===== src/rtl/spinor_pkg.sv =====
// Shared types and constants for the serial NOR flash command sequencer.
// No dependencies.
`default_nettype none
package spinor_pkg;

   localparam int MAX_RESULTS         = 9;
   localparam int PAGE_BYTES_DEFAULT  = 256;
   localparam int QUEUE_DEPTH_DEFAULT = 4;
   localparam int ADDR_W              = 24;
   localparam int LEN_W               = 25;
   localparam int CNT_W               = $clog2(MAX_RESULTS + 1);
   localparam int UID_DUMMY_BYTES     = 4;
   localparam int UID_DATA_BYTES      = 8;
   localparam logic [LEN_W-1:0] CAPACITY_RESET = 25'd16777216;

   localparam logic [7:0] CMD_READ    = 8'h03;
   localparam logic [7:0] CMD_PROGRAM = 8'h02;
   localparam logic [7:0] CMD_WREN    = 8'h06;
   localparam logic [7:0] CMD_RDSR    = 8'h05;
   localparam logic [7:0] CMD_SE4K    = 8'h20;
   localparam logic [7:0] CMD_SE32K   = 8'h52;
   localparam logic [7:0] CMD_SE64K   = 8'hD8;
   localparam logic [7:0] CMD_CHIP    = 8'hC7;
   localparam logic [7:0] CMD_UID     = 8'h4B;
   localparam logic [7:0] CMD_SFDP    = 8'h5A;
   localparam logic [7:0] DUMMY_BYTE  = 8'h00;

   localparam logic [ADDR_W-1:0] MASK_4K  = 24'h000FFF;
   localparam logic [ADDR_W-1:0] MASK_32K = 24'h007FFF;
   localparam logic [ADDR_W-1:0] MASK_64K = 24'h00FFFF;

   localparam int STATUS_BUSY_BIT = 0;

   localparam logic [2:0] CSR_CAPACITY = 3'd0;

   typedef enum logic [1:0] {
      KIND_REQUEST,
      KIND_PROGRAM,
      KIND_RECEIVE
   } kind_type;

   typedef enum logic [2:0] {
      OP_READ,
      OP_PROGRAM,
      OP_ERASE4K,
      OP_ERASE32K,
      OP_ERASE64K,
      OP_CHIP_ERASE,
      OP_UNIQUE_ID,
      OP_SFDP
   } op_type;

   typedef enum logic [2:0] {
      ACT_SEND,
      ACT_CLOCK,
      ACT_RELEASE,
      ACT_HOST,
      ACT_DONE,
      ACT_REJECT
   } action_type;

   typedef enum logic [1:0] {
      PH_IDLE,
      PH_PROG,
      PH_RECV,
      PH_POLL
   } phase_type;

   typedef struct packed {
      logic [7:0]        data;
      logic [LEN_W-1:0]  length;
      logic [ADDR_W-1:0] address;
      op_type            op;
   } req_word_type;

   // result list of one input word
   typedef struct packed {
      logic [CNT_W-1:0]                  cnt;
      action_type [MAX_RESULTS-1:0]      act;
      logic [MAX_RESULTS-1:0][7:0]       val;
   } script_type;

endpackage
`default_nettype wire


===== src/rtl/spi_nor_flash_command_sequencer_unit.sv =====
// Path: an accepted word's action list of one to nine results is registered in the queue;
// the back end then moves its results into the output register one a cycle unless stalled.
// Throughput: one word a cycle is taken while the action-list queue has room;
// the back end's single output register sets the result rate at one per cycle unless stalled.
// Reset (synchronous, active high): phase idle, queue empty, capacity 16 MiB.
// Top level of the serial NOR flash command sequencer; uses spinor_pkg.
`default_nettype none
module spi_nor_flash_command_sequencer_unit
   import spinor_pkg::*;
#(
   parameter int PAGE_BYTES  = PAGE_BYTES_DEFAULT,
   parameter int QUEUE_DEPTH = QUEUE_DEPTH_DEFAULT
) (
   input  wire logic        clock,
   input  wire logic        reset,
   input  wire logic        req_tvalid,
   output logic             req_tready,
   input  wire logic [63:0] req_tdata,   // op[2:0], address[26:3], length[51:27], data[59:52]
   input  wire logic [1:0]  req_tuser,   // kind[1:0]
   output logic             rsp_tvalid,
   input  wire logic        rsp_tready,
   output logic [7:0]       rsp_tdata,   // value[7:0]
   output logic [2:0]       rsp_tuser,   // action[2:0]
   output logic             rsp_tlast,
   input  wire logic        csr_psel,
   input  wire logic        csr_penable,
   input  wire logic        csr_pwrite,
   input  wire logic [2:0]  csr_paddr,
   input  wire logic [31:0] csr_pwdata,
   output logic [31:0]      csr_prdata,
   output logic             csr_pready
);

   logic [LEN_W-1:0] capacity_ff, capacity_in;
   logic             cap_sel;
   logic             accept;
   logic             q_full;
   logic             q_valid;
   logic             q_pop;
   script_type       front_script;
   script_type       q_head;
   req_word_type     word;
   action_type       rsp_action;

   assign csr_pready = 1'b1;
   assign cap_sel    = (csr_paddr[2] == CSR_CAPACITY[2]);

   always_ff @(posedge clock) begin
      if (reset) begin
         capacity_ff <= CAPACITY_RESET;
      end else begin
         capacity_ff <= capacity_in;
      end
   end

   always_comb begin
      capacity_in = capacity_ff;
      if (csr_psel && csr_penable && csr_pwrite && csr_pready && cap_sel) begin
         capacity_in = csr_pwdata[LEN_W-1:0];
      end
      csr_prdata = cap_sel ? {(32-LEN_W)'(0), capacity_ff} : 32'h0;
   end

   assign word       = req_tdata[$bits(req_word_type)-1:0];
   assign req_tready = !q_full;
   assign accept     = req_tvalid && req_tready;

   spinor_front #(
      .PAGE_BYTES (PAGE_BYTES)
   ) u_front (
      .clock    (clock),
      .reset    (reset),
      .accept   (accept),
      .kind     (kind_type'(req_tuser)),
      .word     (word),
      .capacity (capacity_ff),
      .script   (front_script)
   );

   spinor_queue #(
      .DEPTH (QUEUE_DEPTH)
   ) u_queue (
      .clock     (clock),
      .reset     (reset),
      .push      (accept),
      .push_data (front_script),
      .full      (q_full),
      .pop       (q_pop),
      .not_empty (q_valid),
      .head      (q_head)
   );

   spinor_back u_back (
      .clock      (clock),
      .reset      (reset),
      .q_valid    (q_valid),
      .q_head     (q_head),
      .q_pop      (q_pop),
      .out_valid  (rsp_tvalid),
      .out_ready  (rsp_tready),
      .out_action (rsp_action),
      .out_value  (rsp_tdata),
      .out_last   (rsp_tlast)
   );

   assign rsp_tuser = rsp_action;

endmodule
`default_nettype wire


===== src/rtl/spinor_front.sv =====
// Front end: classifies accepted words, checks request rules, tracks phase
// and builds the list of bus actions for the back end. Uses spinor_pkg.
`default_nettype none
module spinor_front
   import spinor_pkg::*;
#(
   parameter int PAGE_BYTES = PAGE_BYTES_DEFAULT
) (
   input  wire logic             clock,
   input  wire logic             reset,
   input  wire logic             accept,
   input  wire kind_type         kind,
   input  wire req_word_type     word,
   input  wire logic [LEN_W-1:0] capacity,
   output script_type            script
);

   // page size is a power of two
   localparam int PAGE_LOG = $clog2(PAGE_BYTES);
   localparam int SUM_W    = LEN_W + 1;

   phase_type        phase_ff, phase_in;
   logic [LEN_W-1:0] remaining_ff, remaining_in;

   logic [SUM_W-1:0]  end_sum;
   logic [SUM_W-1:0]  page_end;
   logic              bound_ok;
   logic              prog_ok;
   logic              erase_ok;
   logic [ADDR_W-1:0] erase_mask;
   logic [7:0]        erase_code;
   logic [LEN_W-1:0]  rem_dec;
   script_type        s;

   function automatic script_type put(script_type x, action_type a, logic [7:0] v);
      script_type r;
      r = x;
      r.act[r.cnt] = a;
      r.val[r.cnt] = v;
      r.cnt = r.cnt + CNT_W'(1);
      return r;
   endfunction

   always_ff @(posedge clock) begin
      if (reset) begin
         phase_ff     <= PH_IDLE;
         remaining_ff <= '0;
      end else if (accept) begin
         phase_ff     <= phase_in;
         remaining_ff <= remaining_in;
      end
   end

   always_comb begin
      end_sum  = {2'b00, word.address} + {1'b0, word.length};
      page_end = {(SUM_W-PAGE_LOG)'(0), word.address[PAGE_LOG-1:0]} + {1'b0, word.length};
      bound_ok = end_sum <= {1'b0, capacity};
      prog_ok  = (word.length != '0) && (word.length <= LEN_W'(PAGE_BYTES))
                 && (page_end <= SUM_W'(PAGE_BYTES)) && bound_ok;
      case (word.op)
         OP_ERASE4K: begin
            erase_mask = MASK_4K;
            erase_code = CMD_SE4K;
         end
         OP_ERASE32K: begin
            erase_mask = MASK_32K;
            erase_code = CMD_SE32K;
         end
         default: begin
            erase_mask = MASK_64K;
            erase_code = CMD_SE64K;
         end
      endcase
      erase_ok = ({1'b0, word.address} < capacity) && ((word.address & erase_mask) == '0);
      rem_dec  = remaining_ff - LEN_W'(1);

      phase_in     = phase_ff;
      remaining_in = remaining_ff;
      s            = '0;

      case (kind)
         KIND_REQUEST: begin
            if (phase_ff != PH_IDLE) begin
               s = put(s, ACT_REJECT, 8'h00);
            end else begin
               case (word.op)
                  OP_READ: begin
                     if (!bound_ok) begin
                        s = put(s, ACT_REJECT, 8'h00);
                     end else begin
                        s = put(s, ACT_SEND, CMD_READ);
                        s = put(s, ACT_SEND, word.address[23:16]);
                        s = put(s, ACT_SEND, word.address[15:8]);
                        s = put(s, ACT_SEND, word.address[7:0]);
                        if (word.length == '0) begin
                           s = put(s, ACT_RELEASE, 8'h00);
                           s = put(s, ACT_DONE, 8'h00);
                           remaining_in = '0;
                        end else begin
                           s = put(s, ACT_CLOCK, 8'h00);
                           phase_in     = PH_RECV;
                           remaining_in = word.length;
                        end
                     end
                  end
                  OP_PROGRAM: begin
                     if (!prog_ok) begin
                        s = put(s, ACT_REJECT, 8'h00);
                     end else begin
                        s = put(s, ACT_SEND, CMD_WREN);
                        s = put(s, ACT_RELEASE, 8'h00);
                        s = put(s, ACT_SEND, CMD_PROGRAM);
                        s = put(s, ACT_SEND, word.address[23:16]);
                        s = put(s, ACT_SEND, word.address[15:8]);
                        s = put(s, ACT_SEND, word.address[7:0]);
                        phase_in     = PH_PROG;
                        remaining_in = word.length;
                     end
                  end
                  OP_ERASE4K, OP_ERASE32K, OP_ERASE64K: begin
                     if (!erase_ok) begin
                        s = put(s, ACT_REJECT, 8'h00);
                     end else begin
                        s = put(s, ACT_SEND, CMD_WREN);
                        s = put(s, ACT_RELEASE, 8'h00);
                        s = put(s, ACT_SEND, erase_code);
                        s = put(s, ACT_SEND, word.address[23:16]);
                        s = put(s, ACT_SEND, word.address[15:8]);
                        s = put(s, ACT_SEND, word.address[7:0]);
                        s = put(s, ACT_RELEASE, 8'h00);
                        s = put(s, ACT_SEND, CMD_RDSR);
                        s = put(s, ACT_CLOCK, 8'h00);
                        phase_in     = PH_POLL;
                        remaining_in = '0;
                     end
                  end
                  OP_CHIP_ERASE: begin
                     s = put(s, ACT_SEND, CMD_WREN);
                     s = put(s, ACT_RELEASE, 8'h00);
                     s = put(s, ACT_SEND, CMD_CHIP);
                     s = put(s, ACT_RELEASE, 8'h00);
                     s = put(s, ACT_SEND, CMD_RDSR);
                     s = put(s, ACT_CLOCK, 8'h00);
                     phase_in     = PH_POLL;
                     remaining_in = '0;
                  end
                  OP_UNIQUE_ID: begin
                     s = put(s, ACT_SEND, CMD_UID);
                     for (int i = 0; i < UID_DUMMY_BYTES; i++) begin
                        s = put(s, ACT_SEND, DUMMY_BYTE);
                     end
                     s = put(s, ACT_CLOCK, 8'h00);
                     phase_in     = PH_RECV;
                     remaining_in = LEN_W'(UID_DATA_BYTES);
                  end
                  default: begin
                     s = put(s, ACT_SEND, CMD_SFDP);
                     s = put(s, ACT_SEND, word.address[23:16]);
                     s = put(s, ACT_SEND, word.address[15:8]);
                     s = put(s, ACT_SEND, word.address[7:0]);
                     s = put(s, ACT_SEND, DUMMY_BYTE);
                     if (word.length == '0) begin
                        s = put(s, ACT_RELEASE, 8'h00);
                        s = put(s, ACT_DONE, 8'h00);
                        remaining_in = '0;
                     end else begin
                        s = put(s, ACT_CLOCK, 8'h00);
                        phase_in     = PH_RECV;
                        remaining_in = word.length;
                     end
                  end
               endcase
            end
         end
         KIND_PROGRAM: begin
            if (phase_ff == PH_PROG) begin
               s = put(s, ACT_SEND, word.data);
               remaining_in = rem_dec;
               if (rem_dec == '0) begin
                  s = put(s, ACT_RELEASE, 8'h00);
                  s = put(s, ACT_SEND, CMD_RDSR);
                  s = put(s, ACT_CLOCK, 8'h00);
                  phase_in = PH_POLL;
               end
            end else begin
               s = put(s, ACT_REJECT, 8'h00);
            end
         end
         KIND_RECEIVE: begin
            if (phase_ff == PH_RECV) begin
               s = put(s, ACT_HOST, word.data);
               remaining_in = rem_dec;
               if (rem_dec == '0) begin
                  s = put(s, ACT_RELEASE, 8'h00);
                  s = put(s, ACT_DONE, 8'h00);
                  phase_in = PH_IDLE;
               end else begin
                  s = put(s, ACT_CLOCK, 8'h00);
               end
            end else if (phase_ff == PH_POLL) begin
               s = put(s, ACT_RELEASE, 8'h00);
               remaining_in = '0;
               if (word.data[STATUS_BUSY_BIT]) begin
                  s = put(s, ACT_SEND, CMD_RDSR);
                  s = put(s, ACT_CLOCK, 8'h00);
               end else begin
                  s = put(s, ACT_DONE, 8'h00);
                  phase_in = PH_IDLE;
               end
            end else begin
               s = put(s, ACT_REJECT, 8'h00);
            end
         end
         default: begin
            s = put(s, ACT_REJECT, 8'h00);
         end
      endcase
      script = s;
   end

endmodule
`default_nettype wire


===== src/rtl/spinor_queue.sv =====
// Short queue of action lists between front end and back end.
// Uses spinor_pkg.
`default_nettype none
module spinor_queue
   import spinor_pkg::*;
#(
   parameter int DEPTH = QUEUE_DEPTH_DEFAULT
) (
   input  wire logic       clock,
   input  wire logic       reset,
   input  wire logic       push,
   input  wire script_type push_data,
   output logic            full,
   input  wire logic       pop,
   output logic            not_empty,
   output script_type      head
);

   localparam int PTR_W = (DEPTH > 1) ? $clog2(DEPTH) : 1;
   localparam int CW    = $clog2(DEPTH + 1);

   script_type       entry_ff [DEPTH];
   logic [PTR_W-1:0] wr_ptr_ff, wr_ptr_in;
   logic [PTR_W-1:0] rd_ptr_ff, rd_ptr_in;
   logic [CW-1:0]    count_ff, count_in;

   always_ff @(posedge clock) begin
      if (push) begin
         entry_ff[wr_ptr_ff] <= push_data;
      end
   end

   always_ff @(posedge clock) begin
      if (reset) begin
         wr_ptr_ff <= '0;
         rd_ptr_ff <= '0;
         count_ff  <= '0;
      end else begin
         wr_ptr_ff <= wr_ptr_in;
         rd_ptr_ff <= rd_ptr_in;
         count_ff  <= count_in;
      end
   end

   always_comb begin
      wr_ptr_in = wr_ptr_ff;
      rd_ptr_in = rd_ptr_ff;
      count_in  = count_ff;
      if (push) begin
         wr_ptr_in = (wr_ptr_ff == PTR_W'(DEPTH - 1)) ? '0 : wr_ptr_ff + PTR_W'(1);
      end
      if (pop) begin
         rd_ptr_in = (rd_ptr_ff == PTR_W'(DEPTH - 1)) ? '0 : rd_ptr_ff + PTR_W'(1);
      end
      if (push && !pop) begin
         count_in = count_ff + CW'(1);
      end else if (pop && !push) begin
         count_in = count_ff - CW'(1);
      end
   end

   assign full      = (count_ff == CW'(DEPTH));
   assign not_empty = (count_ff != '0);
   assign head      = entry_ff[rd_ptr_ff];

endmodule
`default_nettype wire


===== src/rtl/spinor_back.sv =====
// Back end: plays out the queued action lists into the output register, one result word
// per cycle while the output is not stalled. Uses spinor_pkg.
`default_nettype none
module spinor_back
   import spinor_pkg::*;
(
   input  wire logic       clock,
   input  wire logic       reset,
   input  wire logic       q_valid,
   input  wire script_type q_head,
   output logic            q_pop,
   output logic            out_valid,
   input  wire logic       out_ready,
   output action_type      out_action,
   output logic [7:0]      out_value,
   output logic            out_last
);

   logic [CNT_W-1:0] idx_ff, idx_in;
   logic             valid_ff, valid_in;
   action_type       action_ff, action_in;
   logic [7:0]       value_ff, value_in;
   logic             last_ff, last_in;
   logic             load;
   logic             at_end;

   always_ff @(posedge clock) begin
      if (reset) begin
         idx_ff   <= '0;
         valid_ff <= 1'b0;
      end else begin
         idx_ff   <= idx_in;
         valid_ff <= valid_in;
      end
   end

   always_ff @(posedge clock) begin
      action_ff <= action_in;
      value_ff  <= value_in;
      last_ff   <= last_in;
   end

   always_comb begin
      load      = q_valid && (!valid_ff || out_ready);
      at_end    = (idx_ff == q_head.cnt - CNT_W'(1));
      q_pop     = load && at_end;
      idx_in    = idx_ff;
      valid_in  = valid_ff && !out_ready;
      action_in = action_ff;
      value_in  = value_ff;
      last_in   = last_ff;
      if (load) begin
         valid_in  = 1'b1;
         action_in = q_head.act[idx_ff];
         value_in  = q_head.val[idx_ff];
         last_in   = at_end;
         idx_in    = at_end ? '0 : idx_ff + CNT_W'(1);
      end
   end

   assign out_valid  = valid_ff;
   assign out_action = action_ff;
   assign out_value  = value_ff;
   assign out_last   = last_ff;

endmodule
`default_nettype wire


===== config.mk =====
export PLATFORM = sky130hd
export DESIGN_NAME = spi_nor_flash_command_sequencer_unit
export DESIGN_NICKNAME = d
export VERILOG_FILES = /design/src/rtl/spinor_pkg.sv /design/src/rtl/spi_nor_flash_command_sequencer_unit.sv /design/src/rtl/spinor_front.sv /design/src/rtl/spinor_queue.sv /design/src/rtl/spinor_back.sv
export SDC_FILE = /design/constraint.sdc
export NUM_CORES = 1
export LEC_CHECK = 0
export BUFFER_PORTS_ARGS = -buffer_cell sky130_fd_sc_hd__buf_2
export CORE_ASPECT_RATIO = 0.6
export CORE_MARGIN = 1
export CORE_UTILIZATION = 55
export DETAILED_ROUTE_END_ITERATION = 12
export PLACE_DENSITY = 0.79
export SKIP_CTS_REPAIR_TIMING = 1
export SYNTH_ARGS = -nofsm -noshare
export SYNTH_HDL_FRONTEND = slang
export SYNTH_SLANG_ARGS = --single-unit

===== constraint.sdc =====
create_clock -name clock -period 9.95 [get_ports clock]
set_input_delay 1.99 -clock clock [delete_from_list [all_inputs] [get_ports clock]]
set_output_delay 1.99 -clock clock [all_outputs]
set_load 0.02 [all_outputs]

==> results of run 1 <==
## kinds of logic after synthesis
| family | after synthesis | synth area share |
|---|---|---|
| AO/OA/AOI/OAI | 333 | 0.122 |
| XOR/XNOR | 44 | 0.0216 |
| adder cells (fa/ha/maj) | 88 | 0.0625 |
| buffers and inverters | 142 | 0.0326 |
| flip-flops | 342 | 0.538 |
| multiplexers | 83 | 0.0999 |
| other | 2 | 0.000421 |
| AND/OR/NAND/NOR | 442 | 0.122 |
## sequential cells by signal, indices dropped and copies added, names as in the netlist, named ones only
name,flops
u_back.out_action,3
u_back.idx_ff,4
u_front.remaining_ff,25
u_back.out_last,1
u_queue.wr_ptr_ff,2
u_back.out_value,8
u_queue.rd_ptr_ff,2
u_queue.count_ff,3
u_front.phase_ff,2
u_back.out_valid,1
u_queue.entry_ff,264
capacity_ff,25
## per-stage QoR
| step | cells | power, mW | hold WS, ps |
|---|---|---|---|
| final | 2016 | 4.20 | 452 |
| after global placement | 1959 | 2.92 | 443 |
| after floorplan | 1482 | 2.63 | 436 |
| after detailed placement | 1959 | 2.97 | 447 |
| after CTS | 2016 | 4.19 | 456 |
| after global routing | 2016 | 4.37 | 471 |
## final cells by class
class | instances | area share
Sequential cell | 342 | 0.484
Multi-Input combinational cell | 998 | 0.388
Clock buffer | 37 | 0.0402
Timing Repair Buffer | 148 | 0.0392
Tap cell | 416 | 0.0262
Clock inverter | 20 | 0.0121
Inverter | 55 | 0.0104
## synthesized netlist by cell type (all sizes together) (21+ instances only)
library cell / n
a21oi: 114
and2: 24
buf: 22
clkbuf: 65
dfxtp: 66
edfxtp: 276
ha: 86
inv: 54
mux4: 76
nand2: 137
nand3: 21
nand4: 21
nor2: 104
nor3: 37
o21ai: 57
xnor2: 25
## worst min-delay path by stage
stage	startpoint	to	slack, ps	cells after the start
after floorplan	capacity_ff[10]	capacity_ff[10]	440	2
after global placement	capacity_ff[2]	capacity_ff[2]	440	2
after detailed placement	capacity_ff[5]	capacity_ff[5]	450	2
after CTS	capacity_ff[5]	capacity_ff[5]	460	2
after global routing	capacity_ff[2]	capacity_ff[2]	470	2
final	capacity_ff[5]	capacity_ff[5]	450	2
## power by group
| part | internal [mW] | switching [mW] | leakage (nW) | total (mW) |
|---|---|---|---|---|
| clock | 0.705 | 0.536 | 0.508 | 1.24 |
| sequential | 1.75 | 0.0838 | 3.13 | 1.83 |
| combinational | 0.440 | 0.685 | 3.36 | 1.13 |
## worst register-to-register path, stage by stage, from the launching register on
cell and delay, ps:
dfxtp_1 330, inv_1 110, ha_1 360, a21o_1 160, a21oi_1 160, o221ai_1 160
a2111oi_0 550, a21oi_1 230, nor3_1 960, a21oi_1 320, a211oi_4 920, a22o_1 380
## routing by layer
layer | GRT usage | up-vias | wire length (microns)
li1 | - | 5873 | -
met5 | 0 | - | 0
met4 | 0.0944 | 0 | 1690
met2 | 0.402 | 757 | 20200
met1 | 0.435 | 6403 | 20500
met3 | 0.0846 | 119 | 5700
==> results by group, run 1 <==
Setup path
  – Critical path buffers and inverters: 2
  – Slowest-stage cell, CP: nor3_1
  – WP depth: 22
  – Crit path largest cell delay: around 960 ps
  – Worst path top cell family by delay: compound AO/OA/AOI/OAI gates
  – Crit path max fanout: 22
  – Crit path kind: primary input to flip-flop
  – Worst Reg-to-Reg Cells: 11
  – CP Launch Type: primary input
  – Worst path arrival time: between 8000 and 9000 ps
  – CP startpoint: req_tdata[3]
  – CP required: slightly above 10000 ps
  – Worst path most repeated cell: a21oi_1
  – R2R setup slack: approximately 5100 ps
  – Critical Path Sink Type: flip-flop
  – Crit path capture: u_queue.entry_ff[0][28]
  – CP cell instances: buf_2, ha_1, inv_1, fa_1, nand2b_1, a21oi_1, o21ai_1, o21a_1, o311a_1, o21ai_0, a21o_1, a21oi_1, xnor2_1, ha_1, a21oi_1, o221ai_1, a2111oi_0, a21oi_1, nor3_1, a21oi_1, a211oi_4, a22o_1
  – Worst r2r src: capacity_ff[23]
  – Reg2reg end: u_queue.entry_ff[0][28]

Power
  – Maximum vdd ir drop: 0.145 mV
  – Leakage power total: about 7.0 nW
  – PD cells: 211 nW/um^2

Synthesis
  – Main synth FF type: edfxtp_1
  – Syn_area_per_cell: 12.1 sq um
  – Cell count after synthesis: roughly 1.5k
  – Sequential area share after synthesis: 0.538
  – Synth Cell Area: around 18000 sq um
  – Post-synthesis cell type count: 79
  – Dominant cells by area after synthesis: edfxtp_1 (46%), mux4_2 (9.6%), dfxtp_1 (7.4%)
  – Yosys top cell by area: edfxtp_1
  – EDFF count, synth: roughly 280
  – Seq cells post-synth: between 300 and 400
  – Synth top area share: 0.464
  – Asr flop ratio synth: 0
  – Synth Warn #: 0

Floorplan
  – Cell Rows: 50
  – Die height: approximately 140 microns
  – Io pins: approximately 160
  – Die width: 235 microns
  – Area of the die: roughly 33000 sq um
  – Initial Util: 0.566
  – Core Footprint: between 30000 and 40000 sq um

Layout
  – Register Area: ~9600 sq um
  – Area grow syn2layout: 11.3%
  – Final Instance Area: roughly 20000 sq um
  – Final-layout fill cell count: between 2k and 2.5k
  – Multi-input logic area: 7700 sq um
  – Share of layout cells above drive strength 1: 0.184
  – Commonest non-fill, non-tap cells in the layout: edfxtp_1 (276), nand2_1 (137), buf_2 (133), a21oi_1 (112), nor2_1 (104)
  – Nets: approximately 1.8k
  – Final core occ: 0.630
  – Diode count: 0
  – Commonest non-fill, non-tap cell in the layout: edfxtp_1

Routing
  – Drt first pass iters: 7
  – Vias: 13.2k
  – Iteration-0 DRC Markers: roughly 1.6k
  – Via density: about 6.5
  – Wire per inst: ~24 microns
  – # DRC: 0
  – DRT Wirelength: roughly 48000 microns
  – Routed Antenna Nets: 0

Clock network
  – Clk pin slew, worst setup/hold paths: around 70 ps
  – Clk sinks: between 300 and 400
  – CTS Buf Count: 31
  – CTS tree: yes
  – H-tree depth: 1
  – Clk_lat worst skew: 580 ps
  – Bufs on Longest Clock Path: 3
  – Clock root cell: clkbuf_16

GRT
  – Largest net degree at the start of global routing: 67
  – Initial antenna violation count: 0
  – Grt ovf: 0
  – Vias in the first global route: roughly 12k
  – First-pass GRT wire length: around 72000 microns
  – Total global-route track usage: 0.290

STA
  – Clock skew: 9.61 ps
  – Max Clk Rate: 117 MHz
  – RSZ-0062 raised after global routing: false
  – Worst slew pin tran: between 1000 and 1500 ps
  – Final worst setup slack: between 1000 and 1500 ps
  – Final setup fails: 0
  – Setup tns final: 0 ps
  – Crit share post-route: 0.856
  – Hold Vio Cnt, Final: 0
  – Tmin final: 8510 ps
  – Pins over their slew limit: 0
  – Relative slew slack: 0.230

Place
  – Placer congestion estimate: 0.938
  – Port Buf Inserts: roughly 130
  – Area post-placement: approximately 19000 sq um
  – Post-DP HPWL: about 33000 microns
  – Placement Setup Slack: between 1000 and 1500 ps

Worst hold path
  – Hold WC Path Type: flip-flop to flip-flop

Outcome
  – Status: complete, no violations

Run
  – Max-Cap Viols: 0
(Power assumes the default switching activity.)
==> run 2, diff against run 1 <==
--- a/config.mk
+++ b/config.mk
@@ -5,13 +5,15 @@
 export SDC_FILE = /design/constraint.sdc
 export NUM_CORES = 1
 export LEC_CHECK = 0
+export ABC_AREA = 1
 export BUFFER_PORTS_ARGS = -buffer_cell sky130_fd_sc_hd__buf_2
 export CORE_ASPECT_RATIO = 0.6
 export CORE_MARGIN = 1
 export CORE_UTILIZATION = 55
 export DETAILED_ROUTE_END_ITERATION = 12
-export PLACE_DENSITY = 0.79
+export PLACE_DENSITY = 0.78
 export SKIP_CTS_REPAIR_TIMING = 1
 export SYNTH_ARGS = -nofsm -noshare
 export SYNTH_HDL_FRONTEND = slang
+export SYNTH_HIERARCHICAL = 1
 export SYNTH_SLANG_ARGS = --single-unit
==> run 2 against run 1 <==
Final cell count is 70% higher. Global-route usage is 0.42 points higher. Area after synthesis is 42% higher. Maximum frequency is 15% higher. Critical path type unchanged.
==> results by group, run 2 <==
Routing
  – Vias: between 20k and 25k
  – Wire per inst: a little over 20 microns
  – WL met2: just under 30000 microns
  – # DRC: 0
  – Met3 wire length: 8420 microns
  – Max layer used: met4
  – Iteration-0 DRC Markers: approximately 2.7k
  – DRT met1 WL: 30500 microns
  – Drt first pass iters: 6
  – Via density: a little under 6
  – Routed Antenna Nets: 0
  – DRT Wirelength: between 60000 and 70000 microns

Synthesis
  – Main synth FF type: edfxtp_1
  – Synth Warn #: 6
  – Yosys top cell by area: edfxtp_1
  – Post-synth top cells: nor2_1 (502), edfxtp_1 (424), nand2_1 (345)
  – Synth Cell Area: 25300 sq um
  – Dominant cells by area after synthesis: edfxtp_1 (50%), nor2_1 (7.4%), dfxtp_1 (5.2%)
  – EDFF count, synth: 424
  – Asr flop ratio synth: 0
  – Synth top area share: 0.502
  – Sequential area share after synthesis: 0.554
  – Post-synthesis cell type count: around 60
  – Seq cells post-synth: 490
  – Cell count after synthesis: approximately 2.7k
  – Syn_area_per_cell: ~9.4 sq um
  – Top-count cell post-synth: nor2_1

Run
  – Max-Cap Viols: 0

GRT
  – Grt ovf: 0
  – First-pass GRT wire length: roughly 110000 microns
  – Initial antenna violation count: 4
  – Total global-route track usage: 0.294
  – Largest net degree at the start of global routing: 80
  – Vias in the first global route: 18.8k

Power
  – Clock share of power: 0.277
  – P_sw: ~2.3 mW
  – Sequential power share: 0.415
  – Switching share of power: 0.352
  – Comb power frac: 0.308
  – Leakage power total: around 11 nW
  – Maximum vdd ir drop: 0.138 mV
  – P_int: 4.16 mW
  – PD cells: ~230 nW/um^2
  – Pwr Total: 6.43 mW

Place
  – Port Buf Inserts: 133
  – Post-DP HPWL: around 47000 microns
  – Area post-placement: ~26000 sq um
  – Placer congestion estimate: just under 1

Layout
  – Final Instance Area: roughly 28000 sq um
  – Final-layout fill cell count: approximately 3.7k
  – Commonest non-fill, non-tap cells in the layout: nor2_1 (502), edfxtp_1 (424), nand2_1 (345), o21ai_0 (256), inv_1 (241)
  – Commonest non-fill, non-tap cell in the layout: nor2_1
  – Top flop regs: u_queue/entry_ff (412), capacity_ff (25), u_front/remaining_ff (25)
  – Area grow syn2layout: 8.59%
  – Reg with most FFs: u_queue/entry_ff
  – Largest register FFs: 412
  – Share of layout cells above drive strength 1: 0.102
  – Nets: 2960

Setup path
  – Crit path kind: primary input to flip-flop
  – Crit path max fanout: 23
  – Critical Path Sink Type: flip-flop
  – R2R setup slack: about 5300 ps
  – Worst path arrival time: between 7000 and 8000 ps
  – CP required: around 10000 ps
  – CP Launch Type: primary input

STA
  – Worst hold margin: around 510 ps
  – Max Clk Rate: approximately 140 MHz
  – Relative slew slack: 0.158
  – Pins over their slew limit: 0
  – Final setup fails: 0
  – Tmin final: ~7400 ps
  – Worst slew pin tran: ~1300 ps
  – Crit share post-route: 0.743
  – Clock skew: ~19 ps
  – Hold Vio Cnt, Final: 0
  – Setup tns final: 0 ps
  – RSZ-0062 raised after global routing: false

Floorplan
  – Die width: 279 microns
  – Io pins: approximately 160
  – Area of the die: roughly 47000 sq um
  – Core Footprint: 45100 sq um
  – Initial Util: 0.562
  – Die height: ~170 microns
  – Cell Rows: 60

Worst hold path
  – Hold WC Path Type: flip-flop to flip-flop

Clock network
  – Clock root cell: clkbuf_16
  – Clk sinks: 490
  – H-tree depth: 2
  – CTS Buf Count: 44
  – CTS tree: yes
  – Clk pin slew, worst setup/hold paths: 70 ps
  – Bufs on Longest Clock Path: 3
  – Clk_lat worst skew: ~560 ps

Outcome
  – Status: complete, no violations
## run 2: routing by layer
layer / track usage / up-vias
met5: 0 / -
met4: 0.0664 / 0
met3: 0.0690 / 110
met2: 0.423 / 1195
met1: 0.447 / 9577
li1: - / 9324
## run 2: final timing paths
path                                        from                       to  cells after the start
worst max-delay path               req_tdata[27]  u_queue/entry_ff[1][76]                     28
worst min-delay path            u_back/out_valid         u_back/out_valid                      2
worst max register to register         flip-flop      u_queue/count_ff[1]                     19
worst min register to register  u_back/out_valid         u_back/out_valid                      2
## run 2: per-stage QoR
stage               worst slack, ps   util  std cells
floorplan                      4140      -       2730
global placement               2390  0.576       3337
detailed placement             2310  0.576       3337
CTS                            2860  0.610       3416
global route                   2220  0.610       3418
finish                         2550  0.610       3418
## run 2: logic make-up (layout without fill, tap and decap cells)
kind of cell	after synthesis	in the layout	synth area share
AOI/OAI and AO/OA	551	551	0.122
xor gates and xnor gates	43	43	0.0149
adders and majority gates	89	89	0.0445
buffers and inverters	423	489	0.0813
DFF	490	490	0.554
other	3	41	0.000444
and+or+nand+nor	1095	1095	0.182
## run 2: cell type report
cell class	count	area [sq um]	share of cell area
Sequential cell	490	14100	0.511
Multi-Input combinational cell	1817	9370	0.341
Clock buffer	56	1250	0.0454
Inverter	257	981	0.0356
Timing Repair Buffer	153	816	0.0296
Tap cell	620	776	0.0282
Clock inverter	23	267	0.00968
Antenna cell	2	5.00	0.000182
## run 2: power groups by stage
stage	combinational, mW	clock (mW)	sequential [mW]
3_5_place_dp	1.92	0	2.71
2_1_floorplan	1.38	0	2.71
6_report	1.98	1.78	2.67
3_3_place_gp	1.86	0	2.70
4_1_cts	1.93	1.81	2.67
5_1_grt	2.17	1.89	2.69
## run 2: worst max-delay path, cell delays in order
cell	delay, ps
buf_2	90
ha_1	210
inv_1	70
fa_1	410
inv_1	130
nand2_1	60
nand2_1	100
nand3_1	100
nand2_2	180
a21boi_1	130
o21ai_0	380
a21boi_2	150
o21ai_1	310
a21boi_2	160
o211ai_1	220
nand2_1	100
ha_1	280
nand3_1	130
nor3_1	260
nand3_2	110
nand2_1	170
nand2_1	110
nand3_1	120
nor2_1	70
a21oi_2	920
nand2_1	240
nand2_1	230
o21ai_0	190
==> run 3, diff against run 2 <==
--- a/config.mk
+++ b/config.mk
@@ -11,7 +11,7 @@
 export CORE_MARGIN = 1
 export CORE_UTILIZATION = 55
 export DETAILED_ROUTE_END_ITERATION = 12
-export PLACE_DENSITY = 0.78
+export PLACE_DENSITY = 0.81
 export SKIP_CTS_REPAIR_TIMING = 1
 export SYNTH_ARGS = -nofsm -noshare
 export SYNTH_HDL_FRONTEND = slang
==> constraint.sdc (replaced) <==
create_clock -name clock -period 6.5 [get_ports clock]
set_input_delay 1.3 -clock clock [delete_from_list [all_inputs] [get_ports clock]]
set_output_delay 1.3 -clock clock [all_outputs]
set_load 0.02 [all_outputs]
==> run 3 against run 2 <==
Count of clock-buffer cells in the layout is 1 higher. Wire length is 1.3% higher. Sequential power is 54% higher. Cell area is 0.27% higher. Setup slack worse by 2000 ps. Sequential share of layout area is 0.14 points lower. Clock skew is 3.6 ps higher. Utilization is 0.16 points higher. Clock power is 53% higher. Highest routed layer unchanged.
==> results by group, run 3 (synthesized netlist as in run 2, its figures left out) <==
Floorplan
  – Core Footprint: roughly 45000 sq um
  – Area of the die: about 47000 sq um
  – Die height: between 150 and 200 microns
  – Initial Util: 0.562
  – Die width: around 280 microns
  – Cell Rows: 60
  – Io pins: ~160

Place
  – Placer congestion estimate: roughly 1.0
  – Post-DP HPWL: around 47000 microns
  – Area post-placement: 26100 sq um
  – Port Buf Inserts: roughly 130
  – Placement Setup Slack: roughly 190 ps
  – DP Cell Count: 3345

Clock network
  – Clock root cell: clkbuf_16
  – Clk_lat worst skew: approximately 570 ps
  – Bufs on Longest Clock Path: 3
  – Clk sinks: roughly 500
  – CTS Buf Count: 44
  – CTS tree: yes
  – Clk pin slew, worst setup/hold paths: ~60 ps
  – H-tree depth: 2

Setup path
  – CP Launch Type: primary input
  – Reg2reg end: u_queue/count_ff[1]
  – CP required: about 6800 ps
  – Crit path max fanout: 17
  – Worst path arrival time: 6270 ps
  – Worst Reg-to-Reg Cells: 18
  – Crit path kind: primary input to flip-flop
  – Critical Path Sink Type: flip-flop
  – R2R setup slack: between 2000 and 2500 ps

Routing
  – DRT met1 WL: 30200 microns
  – Max layer used: met4
  – Vias: approximately 20k
  – DRT Wirelength: a little over 70000 microns
  – Via density: roughly 6
  – Met3 wire length: 9130 microns
  – WL met2: 29800 microns
  – Routed Antenna Nets: 0
  – Iteration-0 DRC Markers: slightly below 3k
  – Wire per inst: ~21 microns
  – # DRC: 0
  – Drt first pass iters: 6

STA
  – Final worst setup slack: between 500 and 600 ps
  – Setup tns final: 0 ps
  – Max Clk Rate: 167 MHz
  – Crit share post-route: 0.919
  – Pins over their slew limit: 0
  – RSZ-0062 raised after global routing: false
  – Worst slew pin tran: between 1000 and 1500 ps
  – Clock skew: 22.1 ps
  – Relative slew slack: 0.199
  – Tmin final: roughly 6000 ps
  – Final setup fails: 0
  – Worst hold margin: a little under 500 ps
  – Hold Vio Cnt, Final: 0

Layout
  – Commonest non-fill, non-tap cell in the layout: nor2_1
  – Final-layout fill cell count: about 3.7k
  – Nets: 2968
  – Share of layout cells above drive strength 1: 0.105
  – Final instance count without filler cells: between 3k and 4k
  – Final Instance Area: 27600 sq um
  – Area grow syn2layout: 8.89%
  – Top flop regs: u_queue/entry_ff (412), capacity_ff (25), u_front/remaining_ff (25)
  – Reg with most FFs: u_queue/entry_ff
  – Largest register FFs: approximately 410
  – Commonest non-fill, non-tap cells in the layout: nor2_1 (502), edfxtp_1 (424), nand2_1 (345), o21ai_0 (256), inv_1 (241)

Worst hold path
  – Hold Startpoint: u_back/out_valid
  – Hold WC Path Type: flip-flop to flip-flop
  – WHS Path Cells: 2
  – Hold endpoint: u_back/out_valid

GRT
  – Grt ovf: 0
  – First-pass GRT wire length: between 100000 and 150000 microns
  – Vias in the first global route: 18.7k
  – Initial antenna violation count: 3
  – Total global-route track usage: 0.295
  – Largest net degree at the start of global routing: 86

Power
  – Leakage power total: 10.8 nW
  – Maximum vdd ir drop: between 0.2 and 0.25 mV
  – PD cells: approximately 360 nW/um^2

Run
  – Max-Cap Viols: 0

Outcome
  – Status: complete, no violations
-- run 3: cell types whose count changed in the layout (fill, tap and decap cells not counted), sizes merged --
cell      change
buf           +8
bufinv        -1
clkbuf        +1
clkinvlp      +3
-- run 3: stage by stage --
step / power (mW) / util
final: 9.85 / 0.612
after global routing: 10.3 / 0.612
after CTS: 9.81 / 0.612
after detailed placement: 7.10 / 0.578
after global placement: 6.97 / 0.578
after floorplan: 6.26 / -
-- run 3: routing by layer --
metal | vias to the layer above | global-route usage
li1 | 9343 | -
met4 | 0 | 0.0609
met5 | - | 0
met2 | 1281 | 0.429
met1 | 9625 | 0.451
met3 | 133 | 0.0645
-- run 3: worst max-delay path by stage --
stage	start	to	depth (start not counted)
6_report	req_tdata[3]	u_queue/entry_ff[3][19]	25
5_1_grt	req_tdata[3]	u_queue/entry_ff[3][19]	25
4_1_cts	req_tdata[3]	u_queue/entry_ff[1][19]	25
3_5_place_dp	req_tdata[3]	u_queue/entry_ff[3][19]	25
3_3_place_gp	req_tdata[3]	u_queue/entry_ff[2][19]	28
2_1_floorplan	req_tdata[3]	u_queue/entry_ff[0][35]	28
-- run 3: layout make-up --
class                           instances  area (sq um)  share of cell area
Clock inverter                         25           270             0.00979
Sequential cell                       490         14100               0.509
Multi-Input combinational cell       1817          9370               0.340
Antenna cell                            2          5.00            0.000181
Inverter                              257           981              0.0355
Tap cell                              620           776              0.0281
Timing Repair Buffer                  161           901              0.0326
Clock buffer                           57          1230              0.0447
-- run 3: critical path, stage by stage --
cell and delay, ps:
buf_2 90, ha_1 230, inv_1 80, fa_1 400
inv_1 90, nand2_1 50, nand2_1 110, nand3_1 100
nand2_2 150, a21boi_1 120, o21ai_0 350, a21boi_2 150
o21ai_1 270, a21boi_2 150, o211ai_1 200, nand2_1 130
ha_1 320, nand3_1 100, nor3_1 250, nand3_1 280
nand2_1 210, nand3_2 160, nand2_2 120, nand2_2 290
o21ai_0 560
-- run 3: where the power goes --
part           switching, mW  internal (mW)  total [mW]
combinational           2.14          0.874        3.02
clock                   1.17           1.55        2.72
sequential             0.211           3.90        4.12
total                   3.52           6.33        9.85
